<file path="config.mk">
export PLATFORM = sky130hd
export DESIGN_NAME = netlist_char_tokenizer
export DESIGN_NICKNAME = d
export VERILOG_FILES = /design/src/hw/rtl/nct_pkg.sv /design/src/hw/rtl/nct_lexer.sv /design/src/hw/rtl/nct_res_fifo.sv /design/src/hw/rtl/netlist_char_tokenizer.sv
export SDC_FILE = /design/constraint.sdc
export NUM_CORES = 1
export LEC_CHECK = 0
export BUFFER_PORTS_ARGS = -buffer_cell sky130_fd_sc_hd__buf_2
export CORE_MARGIN = 2
export CORE_UTILIZATION = 50
export CTS_BUF_LIST = sky130_fd_sc_hd__clkbuf_2
export DETAILED_ROUTE_END_ITERATION = 8
export PLACE_DENSITY = 0.76
export SYNTH_ARGS = -nofsm -noshare
export SYNTH_HDL_FRONTEND = slang
export SYNTH_SLANG_ARGS = --single-unit
export TNS_END_PERCENT = 10
</file>
<file path="constraint.sdc">
create_clock -name aclk -period 9.3 [get_ports aclk]
set_clock_uncertainty 0.2 [all_clocks]
set_input_delay 2.325 -clock aclk [delete_from_list [all_inputs] [get_ports aclk]]
set_output_delay 2.325 -clock aclk [all_outputs]
set_load 0.1 [all_outputs]
</file>
<file path="src/hw/rtl/nct_pkg.sv">
// Package for the netlist character tokenizer: result record, codes and character classes.
package nct_pkg;

    // Default sizing of the column and line counters
    localparam int unsigned MAX_COLS_DEF  = 4096;
    localparam int unsigned MAX_LINES_DEF = 65535;

    // Result queue depth (power of two, at least two)
    localparam int unsigned RES_DEPTH = 4;

    // Field widths of one result
    localparam int unsigned KIND_W  = 2;
    localparam int unsigned ERR_W   = 2;
    localparam int unsigned LINE_W  = 16;
    localparam int unsigned START_W = 12;
    localparam int unsigned LEN_W   = 13;
    localparam int unsigned CHR_W   = 8;
    localparam int unsigned TDATA_W = 56;

    // Token kinds
    localparam logic [KIND_W-1:0] KIND_SINGLE = 2'd0;
    localparam logic [KIND_W-1:0] KIND_NAME   = 2'd1;
    localparam logic [KIND_W-1:0] KIND_NUMBER = 2'd2;
    localparam logic [KIND_W-1:0] KIND_ERROR  = 2'd3;

    // Error codes
    localparam logic [ERR_W-1:0] ERR_NONE    = 2'd0;
    localparam logic [ERR_W-1:0] ERR_SLASH   = 2'd1;
    localparam logic [ERR_W-1:0] ERR_INVALID = 2'd2;

    // Characters of interest
    localparam logic [7:0] CH_SLASH  = 8'h2F;
    localparam logic [7:0] CH_USCORE = 8'h5F;
    localparam logic [7:0] CH_DOLLAR = 8'h24;
    localparam logic [7:0] CH_LPAR   = 8'h28;
    localparam logic [7:0] CH_RPAR   = 8'h29;
    localparam logic [7:0] CH_LBRK   = 8'h5B;
    localparam logic [7:0] CH_RBRK   = 8'h5D;
    localparam logic [7:0] CH_COLON  = 8'h3A;
    localparam logic [7:0] CH_SEMI   = 8'h3B;
    localparam logic [7:0] CH_COMMA  = 8'h2C;
    localparam logic [7:0] CH_ZERO   = 8'h30;
    localparam logic [7:0] CH_NINE   = 8'h39;
    localparam logic [7:0] CH_SPACE  = 8'h20;
    localparam logic [7:0] CH_TAB    = 8'h09;
    localparam logic [7:0] CH_CR     = 8'h0D;
    localparam logic [7:0] CH_LF     = 8'h0A;

    // Lexer modes
    typedef enum logic [2:0] {
        MODE_IDLE    = 3'd0,
        MODE_NAME    = 3'd1,
        MODE_NUM     = 3'd2,
        MODE_SLASH   = 3'd3,
        MODE_COMMENT = 3'd4,
        MODE_FAILED  = 3'd5
    } mode_t;

    // One result record
    typedef struct packed {
        logic [KIND_W-1:0]  kind;
        logic [ERR_W-1:0]   err_code;
        logic [LINE_W-1:0]  line_number;
        logic [START_W-1:0] start_col;
        logic [LEN_W-1:0]   tok_len;
        logic [CHR_W-1:0]   single_char;
        logic               last;
    } result_t;

    // Results raised by one input character, first in r0
    typedef struct packed {
        logic [1:0] count;
        result_t    r0;
        result_t    r1;
    } lex_res_t;

    function automatic logic is_letter(input logic [7:0] c);
        return (c >= 8'h61 && c <= 8'h7A) || (c >= 8'h41 && c <= 8'h5A);
    endfunction

    function automatic logic is_digit(input logic [7:0] c);
        return c >= CH_ZERO && c <= CH_NINE;
    endfunction

    function automatic logic is_blank(input logic [7:0] c);
        return c == CH_SPACE || c == CH_TAB || c == CH_CR || c == CH_LF;
    endfunction

    function automatic logic is_punct(input logic [7:0] c);
        return c == CH_LPAR || c == CH_RPAR || c == CH_LBRK || c == CH_RBRK ||
               c == CH_COLON || c == CH_SEMI || c == CH_COMMA;
    endfunction

    function automatic logic is_name_cont(input logic [7:0] c);
        return is_letter(c) || is_digit(c) || c == CH_USCORE || c == CH_DOLLAR;
    endfunction

endpackage

</file>
<file path="src/hw/rtl/nct_lexer.sv">
// Tokenizer state and per-character decode producing up to two results.
module nct_lexer #(
    parameter int unsigned MAX_COLS  = nct_pkg::MAX_COLS_DEF,
    parameter int unsigned MAX_LINES = nct_pkg::MAX_LINES_DEF
) (
    input  logic             aclk,
    input  logic             aresetn,
    input  logic             take,
    input  logic [7:0]       ch,
    input  logic             eol,
    output nct_pkg::lex_res_t res
);

    localparam int unsigned CCW = $clog2(MAX_COLS + 1);
    localparam int unsigned TSW = $clog2(MAX_COLS);
    localparam int unsigned LCW = $clog2(MAX_LINES + 1);

    nct_pkg::mode_t   mode_reg, mode_next;
    logic [TSW-1:0]   tok_start_reg, tok_start_next;
    logic [CCW-1:0]   col_count_reg, col_count_next;
    logic [LCW-1:0]   line_count_reg, line_count_next;

    logic [TSW-1:0]   col;
    logic [CCW-1:0]   pend_len;
    logic             continues;
    logic             pend_v, start_v;
    nct_pkg::result_t pend_r, start_r;

    // Clamped column and length of the pending token
    assign col = (col_count_reg > CCW'(MAX_COLS - 1)) ? TSW'(MAX_COLS - 1)
                                                       : TSW'(col_count_reg);
    assign pend_len = (col_count_reg > CCW'(tok_start_reg))
                      ? col_count_reg - CCW'(tok_start_reg) : CCW'(1);
    assign continues = (mode_reg == nct_pkg::MODE_NAME && nct_pkg::is_name_cont(ch)) ||
                       (mode_reg == nct_pkg::MODE_NUM && nct_pkg::is_digit(ch));

    // Next state
    always_comb begin
        mode_next       = mode_reg;
        tok_start_next  = tok_start_reg;
        col_count_next  = col_count_reg;
        line_count_next = line_count_reg;
        if (mode_reg != nct_pkg::MODE_FAILED) begin
            if (eol) begin
                unique case (mode_reg)
                    nct_pkg::MODE_SLASH: mode_next = nct_pkg::MODE_FAILED;
                    default:             mode_next = nct_pkg::MODE_IDLE;
                endcase
                if (mode_next != nct_pkg::MODE_FAILED) begin
                    col_count_next = '0;
                    if (line_count_reg < LCW'(MAX_LINES))
                        line_count_next = line_count_reg + LCW'(1);
                end
            end else begin
                unique case (mode_reg)
                    nct_pkg::MODE_SLASH: begin
                        mode_next = (ch == nct_pkg::CH_SLASH) ? nct_pkg::MODE_COMMENT
                                                              : nct_pkg::MODE_FAILED;
                    end
                    nct_pkg::MODE_COMMENT: ;
                    nct_pkg::MODE_IDLE, nct_pkg::MODE_NAME, nct_pkg::MODE_NUM: begin
                        if (!continues) begin
                            if (ch == nct_pkg::CH_SLASH) begin
                                mode_next      = nct_pkg::MODE_SLASH;
                                tok_start_next = col;
                            end else if (nct_pkg::is_blank(ch) || nct_pkg::is_punct(ch)) begin
                                mode_next = nct_pkg::MODE_IDLE;
                            end else if (nct_pkg::is_letter(ch) || ch == nct_pkg::CH_USCORE) begin
                                mode_next      = nct_pkg::MODE_NAME;
                                tok_start_next = col;
                            end else if (nct_pkg::is_digit(ch)) begin
                                mode_next      = nct_pkg::MODE_NUM;
                                tok_start_next = col;
                            end else begin
                                mode_next = nct_pkg::MODE_FAILED;
                            end
                        end
                    end
                    default: ;
                endcase
                if (mode_next != nct_pkg::MODE_FAILED && col_count_reg < CCW'(MAX_COLS))
                    col_count_next = col_count_reg + CCW'(1);
            end
        end
    end

    // Results: pending token first, then the token of this character
    always_comb begin
        pend_r             = '0;
        pend_r.kind        = (mode_reg == nct_pkg::MODE_NAME) ? nct_pkg::KIND_NAME
                                                              : nct_pkg::KIND_NUMBER;
        pend_r.err_code    = nct_pkg::ERR_NONE;
        pend_r.line_number = nct_pkg::LINE_W'(line_count_reg);
        pend_r.start_col   = nct_pkg::START_W'(tok_start_reg);
        pend_r.tok_len     = nct_pkg::LEN_W'(pend_len);
        pend_v             = 1'b0;

        start_r             = '0;
        start_r.line_number = nct_pkg::LINE_W'(line_count_reg);
        start_r.tok_len     = nct_pkg::LEN_W'(1);
        start_v             = 1'b0;

        if (mode_reg != nct_pkg::MODE_FAILED) begin
            if (eol) begin
                unique case (mode_reg)
                    nct_pkg::MODE_NAME, nct_pkg::MODE_NUM: pend_v = 1'b1;
                    nct_pkg::MODE_SLASH: begin
                        start_v           = 1'b1;
                        start_r.kind      = nct_pkg::KIND_ERROR;
                        start_r.err_code  = nct_pkg::ERR_SLASH;
                        start_r.start_col = nct_pkg::START_W'(tok_start_reg);
                    end
                    default: ;
                endcase
            end else begin
                unique case (mode_reg)
                    nct_pkg::MODE_SLASH: begin
                        if (ch != nct_pkg::CH_SLASH) begin
                            start_v           = 1'b1;
                            start_r.kind      = nct_pkg::KIND_ERROR;
                            start_r.err_code  = nct_pkg::ERR_SLASH;
                            start_r.start_col = nct_pkg::START_W'(tok_start_reg);
                        end
                    end
                    nct_pkg::MODE_IDLE, nct_pkg::MODE_NAME, nct_pkg::MODE_NUM: begin
                        if (!continues) begin
                            pend_v            = (mode_reg != nct_pkg::MODE_IDLE);
                            start_r.start_col = nct_pkg::START_W'(col);
                            if (nct_pkg::is_punct(ch)) begin
                                start_v             = 1'b1;
                                start_r.kind        = nct_pkg::KIND_SINGLE;
                                start_r.err_code    = nct_pkg::ERR_NONE;
                                start_r.single_char = ch;
                            end else if (!(ch == nct_pkg::CH_SLASH || nct_pkg::is_blank(ch) ||
                                           nct_pkg::is_letter(ch) || ch == nct_pkg::CH_USCORE ||
                                           nct_pkg::is_digit(ch))) begin
                                start_v          = 1'b1;
                                start_r.kind     = nct_pkg::KIND_ERROR;
                                start_r.err_code = nct_pkg::ERR_INVALID;
                            end
                        end
                    end
                    default: ;
                endcase
            end
        end

        // Order the results and flag the final one
        res.count = {1'b0, pend_v} + {1'b0, start_v};
        res.r0    = pend_v ? pend_r : start_r;
        res.r1    = start_r;
        res.r0.last = !(pend_v && start_v);
        res.r1.last = 1'b1;
    end

    // State registers
    always_ff @(posedge aclk) begin
        if (!aresetn) begin
            mode_reg       <= nct_pkg::MODE_IDLE;
            tok_start_reg  <= '0;
            col_count_reg  <= '0;
            line_count_reg <= LCW'(1);
        end else if (take) begin
            mode_reg       <= mode_next;
            tok_start_reg  <= tok_start_next;
            col_count_reg  <= col_count_next;
            line_count_reg <= line_count_next;
        end
    end

endmodule

</file>
<file path="src/hw/rtl/nct_res_fifo.sv">
// Result queue: takes up to two results per cycle, hands out one per transfer.
module nct_res_fifo (
    input  logic              aclk,
    input  logic              aresetn,
    input  logic              push,
    input  nct_pkg::lex_res_t wr,
    output logic              room,
    output logic              rd_valid,
    input  logic              rd_ready,
    output nct_pkg::result_t  rd_data
);

    localparam int unsigned DEPTH = nct_pkg::RES_DEPTH;
    localparam int unsigned PW    = $clog2(DEPTH);
    localparam int unsigned CW    = $clog2(DEPTH + 1);

    nct_pkg::result_t mem [DEPTH];
    logic [PW-1:0] wr_ptr_reg, wr_ptr_next;
    logic [PW-1:0] rd_ptr_reg, rd_ptr_next;
    logic [CW-1:0] count_reg, count_next;
    logic [CW-1:0] n_in;
    logic          pop;

    assign room     = count_reg <= CW'(DEPTH - 2);
    assign rd_valid = count_reg != '0;
    assign rd_data  = mem[rd_ptr_reg];
    assign pop      = rd_valid && rd_ready;
    assign n_in     = push ? CW'(wr.count) : '0;

    // Pointer and fill arithmetic
    always_comb begin
        wr_ptr_next = wr_ptr_reg + PW'(n_in);
        rd_ptr_next = rd_ptr_reg + PW'(pop);
        count_next  = count_reg + n_in - CW'(pop);
    end

    // Storage
    always_ff @(posedge aclk) begin
        if (push && wr.count != 2'd0)
            mem[wr_ptr_reg] <= wr.r0;
        if (push && wr.count == 2'd2)
            mem[wr_ptr_reg + PW'(1)] <= wr.r1;
    end

    // Control
    always_ff @(posedge aclk) begin
        if (!aresetn) begin
            wr_ptr_reg <= '0;
            rd_ptr_reg <= '0;
            count_reg  <= '0;
        end else begin
            wr_ptr_reg <= wr_ptr_next;
            rd_ptr_reg <= rd_ptr_next;
            count_reg  <= count_next;
        end
    end

endmodule

</file>
<file path="src/hw/rtl/netlist_char_tokenizer.sv">
// Top level of the netlist character tokenizer: lexer and result queue.
//
// One character (or an end-of-line marker on s_tlast) is taken per clock while the
// four-entry result queue has two free slots; the lexer decodes it in the same cycle
// and writes zero, one or two tokens into the queue, which hands them out one per
// transfer on the master side. A character that closes a name or number and is itself
// a token gives two results. Between two such characters there is always one that gave none,
// so while the receiver is ready the queue never holds more than two tokens and a
// character is taken on every clock; only receiver stalls hold the input back. A token
// appears on the master side at the earliest in the cycle after the character that raised
// it. After a lone slash or an invalid character an error token is sent and all
// further input is swallowed without results until reset.
module netlist_char_tokenizer #(
    parameter int unsigned MAX_COLS  = nct_pkg::MAX_COLS_DEF,
    parameter int unsigned MAX_LINES = nct_pkg::MAX_LINES_DEF
) (
    input  logic        aclk,
    input  logic        aresetn,
    input  logic        s_tvalid,
    output logic        s_tready,
    input  logic [7:0]  s_tdata,   // [7:0] ch
    input  logic        s_tlast,   // eol
    output logic        m_tvalid,
    input  logic        m_tready,
    output logic [55:0] m_tdata,   // [1:0] err_code, [17:2] line_number, [29:18] start_col,
                                   // [42:30] tok_len, [50:43] single_char, [55:51] zero
    output logic [1:0]  m_tuser,   // [1:0] kind
    output logic        m_tlast    // last
);

    nct_pkg::lex_res_t lex_res;
    nct_pkg::result_t  out_r;
    logic              take;

    assign take = s_tvalid && s_tready;

    nct_lexer #(
        .MAX_COLS  (MAX_COLS),
        .MAX_LINES (MAX_LINES)
    ) u_lexer (
        .aclk    (aclk),
        .aresetn (aresetn),
        .take    (take),
        .ch      (s_tdata),
        .eol     (s_tlast),
        .res     (lex_res)
    );

    nct_res_fifo u_res_fifo (
        .aclk     (aclk),
        .aresetn  (aresetn),
        .push     (take),
        .wr       (lex_res),
        .room     (s_tready),
        .rd_valid (m_tvalid),
        .rd_ready (m_tready),
        .rd_data  (out_r)
    );

    // Output packing
    assign m_tdata = {5'd0, out_r.single_char, out_r.tok_len, out_r.start_col,
                      out_r.line_number, out_r.err_code};
    assign m_tuser = out_r.kind;
    assign m_tlast = out_r.last;

    // A transfer that raises results makes the output valid next cycle
    a_push_shows: assert property (@(posedge aclk) disable iff (!aresetn)
        (take && lex_res.count != 2'd0) |=> m_tvalid)
        else $error("results written but output not valid");

    // Two results only when a pending name or number closes first
    a_pair_order: assert property (@(posedge aclk) disable iff (!aresetn)
        (lex_res.count == 2'd2) |->
            (lex_res.r0.kind == nct_pkg::KIND_NAME || lex_res.r0.kind == nct_pkg::KIND_NUMBER))
        else $error("result pair without a closing token first");

    // An error token is always the last of its character
    a_err_last: assert property (@(posedge aclk) disable iff (!aresetn)
        (m_tvalid && m_tuser == nct_pkg::KIND_ERROR) |-> m_tlast)
        else $error("error token not marked last");

    // Non-error tokens carry no error code
    a_err_none: assert property (@(posedge aclk) disable iff (!aresetn)
        (m_tvalid && m_tuser != nct_pkg::KIND_ERROR) |-> (m_tdata[1:0] == nct_pkg::ERR_NONE))
        else $error("error code on a non-error token");

endmodule

</file>
==> results.txt, run 1 <==
outcome -> finished, final reports clean
cell family with most CP delay -> buffers and inverters
synthesized area -> 0.0131 mm^2
Vias -> 9689
max frequency -> 161 MHz
Max Fanout on Critical Path -> 40
initial antenna violation count -> 1
commonest non-fill, non-tap cell in the layout -> edfxtp_1
Post-synth ARST share -> 0%
Longest Clk Path Bufs -> 3
internal power -> 1.91 mW
grt ovf -> 0
power density over the cells -> 233 mW/mm^2
Mapped Cells -> 1146
Setup crit end kind -> flip-flop
R2R depth -> 12
worst path buffer plus inverter count -> 6
Pleak -> 5.14 nW
IO Port Bufs -> 68
GRT Resource Usage Total -> 22.9%
clock insertion delay at the later pin of the skew report -> 0.81 ns
worst hold-check path type -> flip-flop to flip-flop
Rows -> 59
clock slew at reported path FFs -> 0.10 ns
sw power -> 1.43 mW
Clock power frac -> 24.1%
max incr delay on CP -> 0.60 ns
Die Footprint -> 0.0275 mm^2
Sw Share -> 42.8%
critical path required time -> 9.59 ns
fin. max-slew vios -> 0
Layout Nets -> 1284
detailed-route DRC error count -> 0
final setup margin -> 3.11 ns
Slowest-stage cell, CP -> inv_2
Detail Placement HPWL -> 21.4 mm
layout cell share with drive strength beyond 1 -> 21.7%
yosys warns -> 0
drt first pass iters -> 5
period utilization -> 66.6%
Hold Buf Count CTS -> 0
largest net degree at the start of global routing -> 42
vias per cell -> 5.93
CTS buffer count -> 68
final wirelength -> 31.8 mm
setup slack at placement -> 2.32 ns
Crit path depth -> 14
sequential share of power -> 41.0%
peak supply drop -> 190 uV
CP arrival -> 6.49 ns
total I/O pin count -> 74
Core Region -> 0.0259 mm^2
count of final hold-check violations -> 0
crit path kind -> input port to flip-flop
flops & latches, synth -> 267
hold path depth -> 1
startpoint types -> input port
remaining antenna violation count -> 0
share of the yosys chip area belonging to registers -> 53.1%
first-pass GRT wire length -> 50.7 mm
CTS Sinks -> 267
commonest non-fill, non-tap cells in the layout -> edfxtp_1, nor2_1, dfxtp_1
Die H -> 166 um
CP cell instances -> buf_2 > or4_4 > o21ai_2 > o21ai_2 > a221o_2 > clkinv_4 > ha_1 > and3_1 > clkinv_1 > nor3_1 > nor2_1 > buf_4 > inv_2 > buf_4
Post-synth EDFFs -> 160
CTS tree -> yes
starting density of the core -> 50.5%
H-Tree Depth -> 3
wire per inst -> 19.4 um
cts repair resizes -> 0
setup violators final -> 0
min Tclk post-route -> 6.19 ns
Starting DRT DRC Count -> 951
Post CTS Setup Buffer Count -> 0
GP Congestion -> 0.872
P&R area growth vs syn -> 9.82%
max reg flops -> 216
Max-Cap Viols -> 0
vias in the first global route -> 9524
Root Driver -> clkbuf_2
syn_area_per_cell -> 11.4 um^2
Netlist cell types -> 78
measured slew at the worst slew-check pin -> 1.21 ns
Max-slew headroom -> 18.8%
Main synth FF type -> edfxtp_1
Die X -> 166 um
RSZ-0062 raised after global routing -> no
setup TNS -> 0 ns
Logic pwr share -> 34.9%
-- cells by family after synthesis --
| family | after synthesis | share of synthesized area, % |
|---|---|---|
| and+or+nand+nor | 391 | 15.1 |
| DFF | 267 | 53.1 |
| AOI/OAI and AO/OA | 255 | 13.7 |
| buffers and inverters | 117 | 3.78 |
| muxes | 65 | 10.1 |
| xor gates and xnor gates | 27 | 1.81 |
| adders and majority gates | 23 | 2.31 |
| other | 1 | 0.0287 |
-- worst paths after layout --
check                                            from                     to  slack, ns
worst max-delay path                       s_tdata[1]  u_res_fifo.mem[1][51]       3.11
worst min-delay path            u_res_fifo.mem[2][14]  u_res_fifo.mem[2][14]       0.27
worst max register to register    u_lexer.mode_reg[1]  u_res_fifo.mem[1][51]       4.77
worst min register to register  u_res_fifo.mem[2][14]  u_res_fifo.mem[2][14]       0.27
-- cell type report --
class	count	area, um^2
well taps	335	419
flip-flops and latches	267	6950
multi-input cells	770	5680
diodes	3	7.51
clock buffers	98	490
repair buffers	84	460
fillers	2214	11500
inverters	57	219
clock inverters	21	145
-- metal layers --
metal / vias to the layer above / share of wire (%) / GRT usage, %
met5: - / 0 / 0
met4: 0 / 1.8 / 8.13
met3: 45 / 7.4 / 4.15
met2: 438 / 48 / 37.6
met1: 4713 / 42 / 30.8
li1: 4493 / - / -
-- per-stage QoR --
step	hold WS (ns)	cell area, um^2	util [%]	instances	total power [mW]
2_1_floorplan	0.215	13100	-	1154	2.37
3_5_place_dp	0.252	13700	53.0	1513	2.57
6_report	0.275	14400	55.5	1635	3.35
4_1_cts	0.277	14400	55.4	1632	3.37
5_1_grt	0.295	14400	55.4	1633	3.48
3_3_place_gp	0.240	13700	53.0	1513	2.56
-- synthesized netlist by cell type, types with 3 or more instances --
library cell	instances	area share [%]
a32o_1	6	0.46
buf_4	5	0.29
dfxtp_1	107	16
or3_1	11	0.53
nor2b_1	20	0.96
xor2_1	10	0.67
nand4_1	7	0.33
o22ai_1	9	0.43
and2_1	61	2.9
a311oi_1	3	0.20
nand2_1	83	2.4
buf_2	12	0.46
a21oi_2	5	0.33
a21o_1	3	0.17
nand2b_1	14	0.67
a22o_1	54	3.6
or2_2	7	0.33
mux2i_1	11	0.84
a211oi_1	4	0.23
nor4_1	4	0.19
nor3_1	14	0.54
a211o_1	5	0.33
buf_1	4	0.11
o221ai_1	4	0.27
o31ai_1	6	0.34
and4_1	3	0.20
mux4_2	54	9.3
a22oi_1	3	0.17
clkbuf_1	36	1.0
nor2_1	115	3.3
xnor2_1	17	1.1
o211a_1	3	0.23
nor4b_1	5	0.33
and3_1	10	0.48
o211ai_1	3	0.17
o21ai_0	72	2.8
o32ai_1	5	0.33
edfxtp_1	160	37
inv_1	54	1.5
ha_1	21	2.0
o21a_1	3	0.17
a21oi_1	42	1.6
nand3_1	25	0.96
-- power by group through the flow --
stage | registers (mW) | clock network [mW] | logic, mW
floorplan | 1.36 | 0 | 1.01
global placement | 1.40 | 0 | 1.17
detailed placement | 1.40 | 0 | 1.17
CTS | 1.37 | 0.824 | 1.17
global route | 1.38 | 0.883 | 1.22
finish | 1.37 | 0.808 | 1.17
Note: power is estimated with default switching activity, not from simulation.
==> run 2: changes to the inputs <==
--- a/config.mk
+++ b/config.mk
@@ -10,7 +10,7 @@
 export CORE_UTILIZATION = 50
 export CTS_BUF_LIST = sky130_fd_sc_hd__clkbuf_2
 export DETAILED_ROUTE_END_ITERATION = 8
-export PLACE_DENSITY = 0.76
+export PLACE_DENSITY = 0.79
 export SYNTH_ARGS = -nofsm -noshare
 export SYNTH_HDL_FRONTEND = slang
 export SYNTH_SLANG_ARGS = --single-unit
==> constraint.sdc (replaced) <==
create_clock -name aclk -period 5.1 [get_ports aclk]
set_clock_uncertainty 0.2 [all_clocks]
set_input_delay 1.275 -clock aclk [delete_from_list [all_inputs] [get_ports aclk]]
set_output_delay 1.275 -clock aclk [all_outputs]
set_load 0.1 [all_outputs]
==> run 2 against run 1 <==
Net effect:
- power rose by 84%
- non-clock buffer count rose by 20
- count of clock-buffer cells in the layout rose by 8
- largest cell class unchanged
- register-to-register slack got worse by 3.1 ns
- critical path type is now flip-flop to primary output
==> results.txt, run 2 (synthesis results as in run 1) <==
outcome -> finished, final reports clean
worst hold-check path type -> flip-flop to flip-flop
WHS Endpoint -> u_res_fifo.mem[2][21]
P&R area growth vs syn -> 11.4%
register area -> 0.00695 mm^2 (unchanged)
footprint of the multi-input gates -> 0.00568 mm^2 (unchanged)
setup TNS -> 0 ns (unchanged)
Finished Layout Cells -> 1653 (+1.1%)
vias in the first global route -> 9835 (+3.3%)
final instance area -> 0.0146 mm^2 (+1.5%)
Rows -> 59 (unchanged)
CTS buffer count -> 68 (unchanged)
hold path depth -> 2 (+1)
critical path required time -> 3.62 ns (-5.97 ns)
clock insertion delay at the later pin of the skew report -> 0.83 ns (+0.02 ns)
hold path start -> u_res_fifo.mem[2][21]
Detail Placement HPWL -> 20.8 mm (-2.7%)
drt first pass iters -> 6 (+1)
detailed-route DRC error count -> 0 (unchanged)
max frequency -> 228 MHz
Max-Cap Viols -> 0 (unchanged)
startpoint types -> flip-flop
setup slack at placement -> 0.272 ns (-2.05 ns)
DP Area -> 0.0139 mm^2 (+1.6%)
grt ovf -> 0 (unchanged)
Setup crit end kind -> primary output
fillers -> 2165 (-2.2%)
setup violators final -> 0 (unchanged)
Hold Buf Count CTS -> 0 (unchanged)
remaining antenna violation count -> 0 (unchanged)
CTS tree -> yes
first-pass GRT wire length -> 50.5 mm (-0.44%)
Core Region -> 0.0259 mm^2 (unchanged)
starting density of the core -> 50.5% (unchanged)
power density over the cells -> 422 mW/mm^2 (+81%)
Layout Nets -> 1304 (+1.6%)
Max-slew headroom -> 17.4% (-1.4 points)
commonest non-fill, non-tap cell in the layout -> edfxtp_1
FF-to-FF setup slack -> 1.62 ns (-3.15 ns)
GRT Resource Usage Total -> 22.8% (-0.081 points)
measured slew at the worst slew-check pin -> 1.23 ns (+0.0154 ns)
R2R Path End -> u_res_fifo.mem[1][50]
H-Tree Depth -> 3 (unchanged)
Starting DRT DRC Count -> 939 (-1.3%)
GP Congestion -> 0.957 (+9.7%)
fin. max-slew vios -> 0 (unchanged)
max reg flops -> 216 (unchanged)
count of final hold-check violations -> 0 (unchanged)
smallest hold slack -> 0.276 ns (+0.00159 ns)
Die X -> 166 um (unchanged)
Die H -> 166 um (unchanged)
clock slew at reported path FFs -> 0.11 ns (about the same)
min Tclk post-route -> 4.38 ns
CTS Sinks -> 267 (unchanged)
IO Port Bufs -> 68 (unchanged)
total placed cells including tap cells -> 1533 (+1.3%)
Pleak -> 5.30 nW (+3.1%)
cts repair resizes -> 0 (unchanged)
Longest Clk Path Bufs -> 3 (unchanged)
peak supply drop -> 600 uV (+220%)
Vias -> 9926 (+2.4%)
Post CTS Setup Buffer Count -> 0 (unchanged)
total I/O pin count -> 74 (unchanged)
R2R depth -> 11 (-1)
Root Driver -> clkbuf_2
period utilization -> 85.9%
layout cell share with drive strength beyond 1 -> 23.2% (+1.6 points)
Worst R2R Start -> u_lexer.mode_reg[1]
final setup margin -> 0.718 ns (-2.39 ns)
RSZ-0062 raised after global routing -> no
largest net degree at the start of global routing -> 45 (+7.1%)
Util after Layout -> 56.3% (+0.82 points)
initial antenna violation count -> 1 (unchanged)
CP arrival -> 2.91 ns (-3.58 ns)
overall power -> 6.16 mW (+84%)
Max Fanout on Critical Path -> 36 (-10%)
Die Footprint -> 0.0275 mm^2 (unchanged)
vias per cell -> 6.00 (+1.3%)
crit path kind -> flip-flop to primary output
final wirelength -> 31.6 mm (-0.37%)
commonest non-fill, non-tap cells in the layout -> edfxtp_1, nor2_1, clkbuf_2
wire per inst -> 19.1 um (-1.5%)
-- run 2: changes by cell type in the layout (fill, tap and decap cells not counted) --
cell	before	now
buf_4	16	31
clkbuf_2	98	106
buf_12	0	5
clkinv_1	15	10
diode_2	3	1
clkinv_2	2	1
clkinvlp_4	3	2
inv_2	5	4
-- run 2: how the worst max path moves through the flow --
stage	slack, ns	cells past startpoint	to	from
after global placement	0.32	14	u_res_fifo.count_reg[2]	s_tdata[1]
after detailed placement	0.27	14	u_res_fifo.count_reg[2]	s_tdata[1]
after global routing	0.52	3	m_tdata[24]	u_res_fifo.rd_ptr_reg[0]
after floorplan	-0.19	14	u_res_fifo.mem[2][1]	s_tdata[0]
after CTS	0.65	3	m_tdata[35]	u_res_fifo.rd_ptr_reg[0]
final	0.72	3	m_tdata[24]	u_res_fifo.rd_ptr_reg[0]
-- run 2: worst max-delay path, cell delays in order (launching register included) --
cell and delay, ns:
dfxtp_4 0.88, buf_4 0.35, mux4_2 0.55, buf_2 0.31
-- run 2: final cells by class --
type | instances | area share [%]
multi-input combinational | 770 | 38.9
timing repair buffer | 104 | 4.62
sequential | 267 | 47.7
clock buffer | 106 | 3.64
antenna | 1 | 0.0172
clock inverter | 13 | 0.729
tap | 335 | 2.87
inverter | 57 | 1.53
-- run 2: power by group --
group          leakage, nW  switching [mW]  internal, mW  total [mW]
combinational         2.42            1.61         0.513        2.13
clock                0.489           0.856         0.645        1.50
sequential            2.39           0.141          2.39        2.53
-- run 2: per-layer routing --
layer	vias up	part of all wire (%)	GRT usage (%)
met5	-	0	0
met4	0	2.5	8.85
met3	76	7.5	4.46
met2	469	50	38.9
met1	4856	40	28.9
li1	4525	-	-
==> run 3: changes to the inputs <==
--- a/config.mk
+++ b/config.mk
@@ -8,10 +8,11 @@
 export BUFFER_PORTS_ARGS = -buffer_cell sky130_fd_sc_hd__buf_2
 export CORE_MARGIN = 2
 export CORE_UTILIZATION = 50
-export CTS_BUF_LIST = sky130_fd_sc_hd__clkbuf_2
 export DETAILED_ROUTE_END_ITERATION = 8
 export PLACE_DENSITY = 0.79
+export SLEW_MARGIN = 20
 export SYNTH_ARGS = -nofsm -noshare
 export SYNTH_HDL_FRONTEND = slang
+export SYNTH_HIERARCHICAL = 1
 export SYNTH_SLANG_ARGS = --single-unit
 export TNS_END_PERCENT = 10
==> run 3 against run 2 <==
Net effect:
- sequential share of layout area fell by 2.6 points
- cell area increased by 14%
- largest cell class unchanged
- clock power grew 36%
- highest routed layer unchanged
- global-route usage shrank 2.2 points
==> results.txt, run 3 <==
flops & latches, synth -> 267 (unchanged)
critical path required time -> 5.20 ns (+1.58 ns)
Post CTS Setup Buffer Count -> 0 (unchanged)
count of final hold-check violations -> 0 (unchanged)
total I/O pin count -> 74 (unchanged)
CTS tree -> yes
CP cell instances -> buf_2 > nand4_1 > or4b_1 > o211a_2 > a211oi_2 > nor3_4 > ha_1 > buf_4 > nor4b_4 > buf_12 > mux2_2
Mapped Cells -> 1156 (+0.87%)
synthesized area -> 0.0152 mm^2 (+16%)
IO Port Bufs -> 68 (unchanged)
first-pass GRT wire length -> 51.5 mm (+2.0%)
overall power -> 8.08 mW (+31%)
Die Footprint -> 0.0319 mm^2 (+16%)
Rows -> 63 (+6.8%)
smallest hold slack -> 0.318 ns (+0.0414 ns)
initial antenna violation count -> 2 (+1)
cell family with most CP delay -> simple AND/OR/NAND/NOR gates
detailed-route DRC error count -> 0 (unchanged)
Vias -> 9478 (-4.5%)
outcome -> finished, final reports clean
crit path kind -> input port to flip-flop
dominant cell type by area after synthesis -> edfxtp_1
Die H -> 179 um (+7.7%)
clock slew at reported path FFs -> 0.06 ns (-0.05 ns)
setup violators final -> 0 (unchanged)
GP Congestion -> 0.917 (-4.2%)
Post-synth ARST share -> 0% (unchanged)
fillers -> 2418 (+12%)
peak supply drop -> 524 uV (-13%)
max frequency -> 231 MHz (+1.1%)
DP Area -> 0.0157 mm^2 (+13%)
setup TNS -> 0 ns (unchanged)
syn_area_per_cell -> 13.2 um^2 (+15%)
clock insertion delay at the later pin of the skew report -> 0.56 ns (-0.27 ns)
max reg flops -> 216 (unchanged)
commonest non-fill, non-tap cells in the layout -> mux2_2, edfxtp_1, nor2_1
vias in the first global route -> 9584 (-2.6%)
Util after Layout -> 55.9% (-0.39 points)
share of the yosys chip area belonging to registers -> 49.3% (-3.8 points)
yosys warns -> 6 (+6)
power density over the cells -> 485 mW/mm^2 (+15%)
final wirelength -> 32.4 mm (+2.5%)
vias per cell -> 5.93 (-1.2%)
worst path buffer plus inverter count -> 3 (+1)
Slowest-stage cell, CP -> or4b_1
cts repair resizes -> 0 (unchanged)
Max-Cap Viols -> 0 (unchanged)
GRT Resource Usage Total -> 20.6% (-2.2 points)
starting density of the core -> 51.1% (+0.64 points)
Max-slew headroom -> 37.5% (+20 points)
remaining antenna violation count -> 0 (unchanged)
Hold Buf Count CTS -> 0 (unchanged)
largest net degree at the start of global routing -> 35 (-22%)
worst hold-check path type -> flip-flop to flip-flop
Synth area leaders -> edfxtp_1, mux2_2, mux4_2
min Tclk post-route -> 4.33 ns (-0.0490 ns)
fin. max-slew vios -> 0 (unchanged)
Commonest cells post-synth -> mux2_2, edfxtp_1, nor2_1
commonest non-fill, non-tap cell in the layout -> mux2_2
Main synth FF type -> edfxtp_1
wire per inst -> 20.3 um (+6.1%)
Post-synth EDFFs -> 216 (+35%)
Setup crit end kind -> flip-flop
H-Tree Depth -> 1 (-2)
share of the synthesized area in the top cell type -> 42.6% (+5.8 points)
Core Region -> 0.0298 mm^2 (+15%)
CP arrival -> 4.43 ns (+1.52 ns)
measured slew at the worst slew-check pin -> 0.937 ns (-0.292 ns)
Root Driver -> clkbuf_16
RSZ-0062 raised after global routing -> no
layout cell share with drive strength beyond 1 -> 38.3% (+15 points)
P&R area growth vs syn -> 9.28%
most common cell in the netlist -> mux2_2
Die X -> 179 um (+7.7%)
period utilization -> 85.0% (-0.96 points)
max incr delay on CP -> 0.56 ns (-0.32 ns)
grt ovf -> 0 (unchanged)
Starting DRT DRC Count -> 778 (-17%)
CTS Sinks -> 267 (unchanged)
CTS buffer count -> 29 (-57%)
Max Fanout on Critical Path -> 27 (-25%)
Detail Placement HPWL -> 20.3 mm (-2.4%)
Netlist cell types -> 91 (+17%)
Layout Nets -> 1216 (-6.7%)
Longest Clk Path Bufs -> 3 (unchanged)
drt first pass iters -> 5 (-1)
final instance area -> 0.0167 mm^2 (+14%)
Pleak -> 5.80 nW (+9.5%)
startpoint types -> input port
==> run 3: cell types whose count changed after synthesis, moves of 53 or more <==
cell / before / now
buf_4: 5 / 67
edfxtp_1: 160 / 216
dfxtp_1: 107 / 51
a22o_1: 54 / 1
o21ai_0: 72 / 14
mux2_2: 0 / 221
==> run 3: through the flow <==
step	std cells	setup slack, ns
after detailed placement	1542	0.220
final	1597	0.767
after floorplan	1174	-0.262
after global routing	1596	0.592
after CTS	1596	0.811
after global placement	1542	0.260
==> run 3: path summary, 6_finish.rpt <==
kind,startpoint,end,slack (ns),depth (start not counted)
worst max register to register,u_lexer/mode_reg[1],u_res_fifo/mem[0][18],1.30,11
worst min-delay path,u_lexer/tok_start_reg[11],u_lexer/tok_start_reg[11],0.32,2
worst min register to register,u_lexer/tok_start_reg[11],u_lexer/tok_start_reg[11],0.32,2
worst max-delay path,s_tdata[4],u_res_fifo/mem[0][18],0.77,11
==> run 3: cell type report <==
cell class | instances | area, um^2 | area share [%]
Sequential cell | 267 | 7510 | 45.1
Clock buffer | 34 | 764 | 4.59
Inverter | 35 | 131 | 0.789
Clock inverter | 20 | 170 | 1.02
Tap cell | 390 | 488 | 2.93
Antenna cell | 1 | 2.50 | 0.0150
Multi-Input combinational cell | 750 | 6880 | 41.3
Timing Repair Buffer | 100 | 706 | 4.24
==> run 3: logic make-up after synthesis <==
family	share of synthesized area, %
AO/OA/AOI/OAI	7.80
XOR/XNOR	1.55
adder cells (fa/ha/maj)	1.74
buffers and inverters	6.39
flip-flops	49.3
multiplexers	24.6
other	0.0739
AND/OR/NAND/NOR	8.61
==> run 3: power by group <==
group / total [mW] / leakage [nW] / internal (mW) / switching [mW]
clock: 2.04 / 0.468 / 1.18 / 0.863
sequential: 2.77 / 2.30 / 2.61 / 0.159
combinational: 3.27 / 3.03 / 0.818 / 2.45
==> run 3: layer usage <==
metal / vias up / global-route usage, % / wire, um
met3: 42 / 2.66 / 1650
met2: 270 / 36.0 / 16300
met4: 0 / 4.81 / 544
li1: 4451 / - / -
met5: - / 0 / 0
met1: 4715 / 27.3 / 13900
==> run 3: worst reg2reg max path, cell delays in order (launching register included) <==
cell and delay (ns):
dfxtp_1 0.29, buf_4 0.18, nor3b_1 0.15, a41oi_1 0.28
a221oi_2 0.08, or4_4 0.57, o21ai_0 0.22, ha_1 0.34
buf_4 0.19, nor4b_4 0.37, buf_12 0.26, mux2_2 0.39
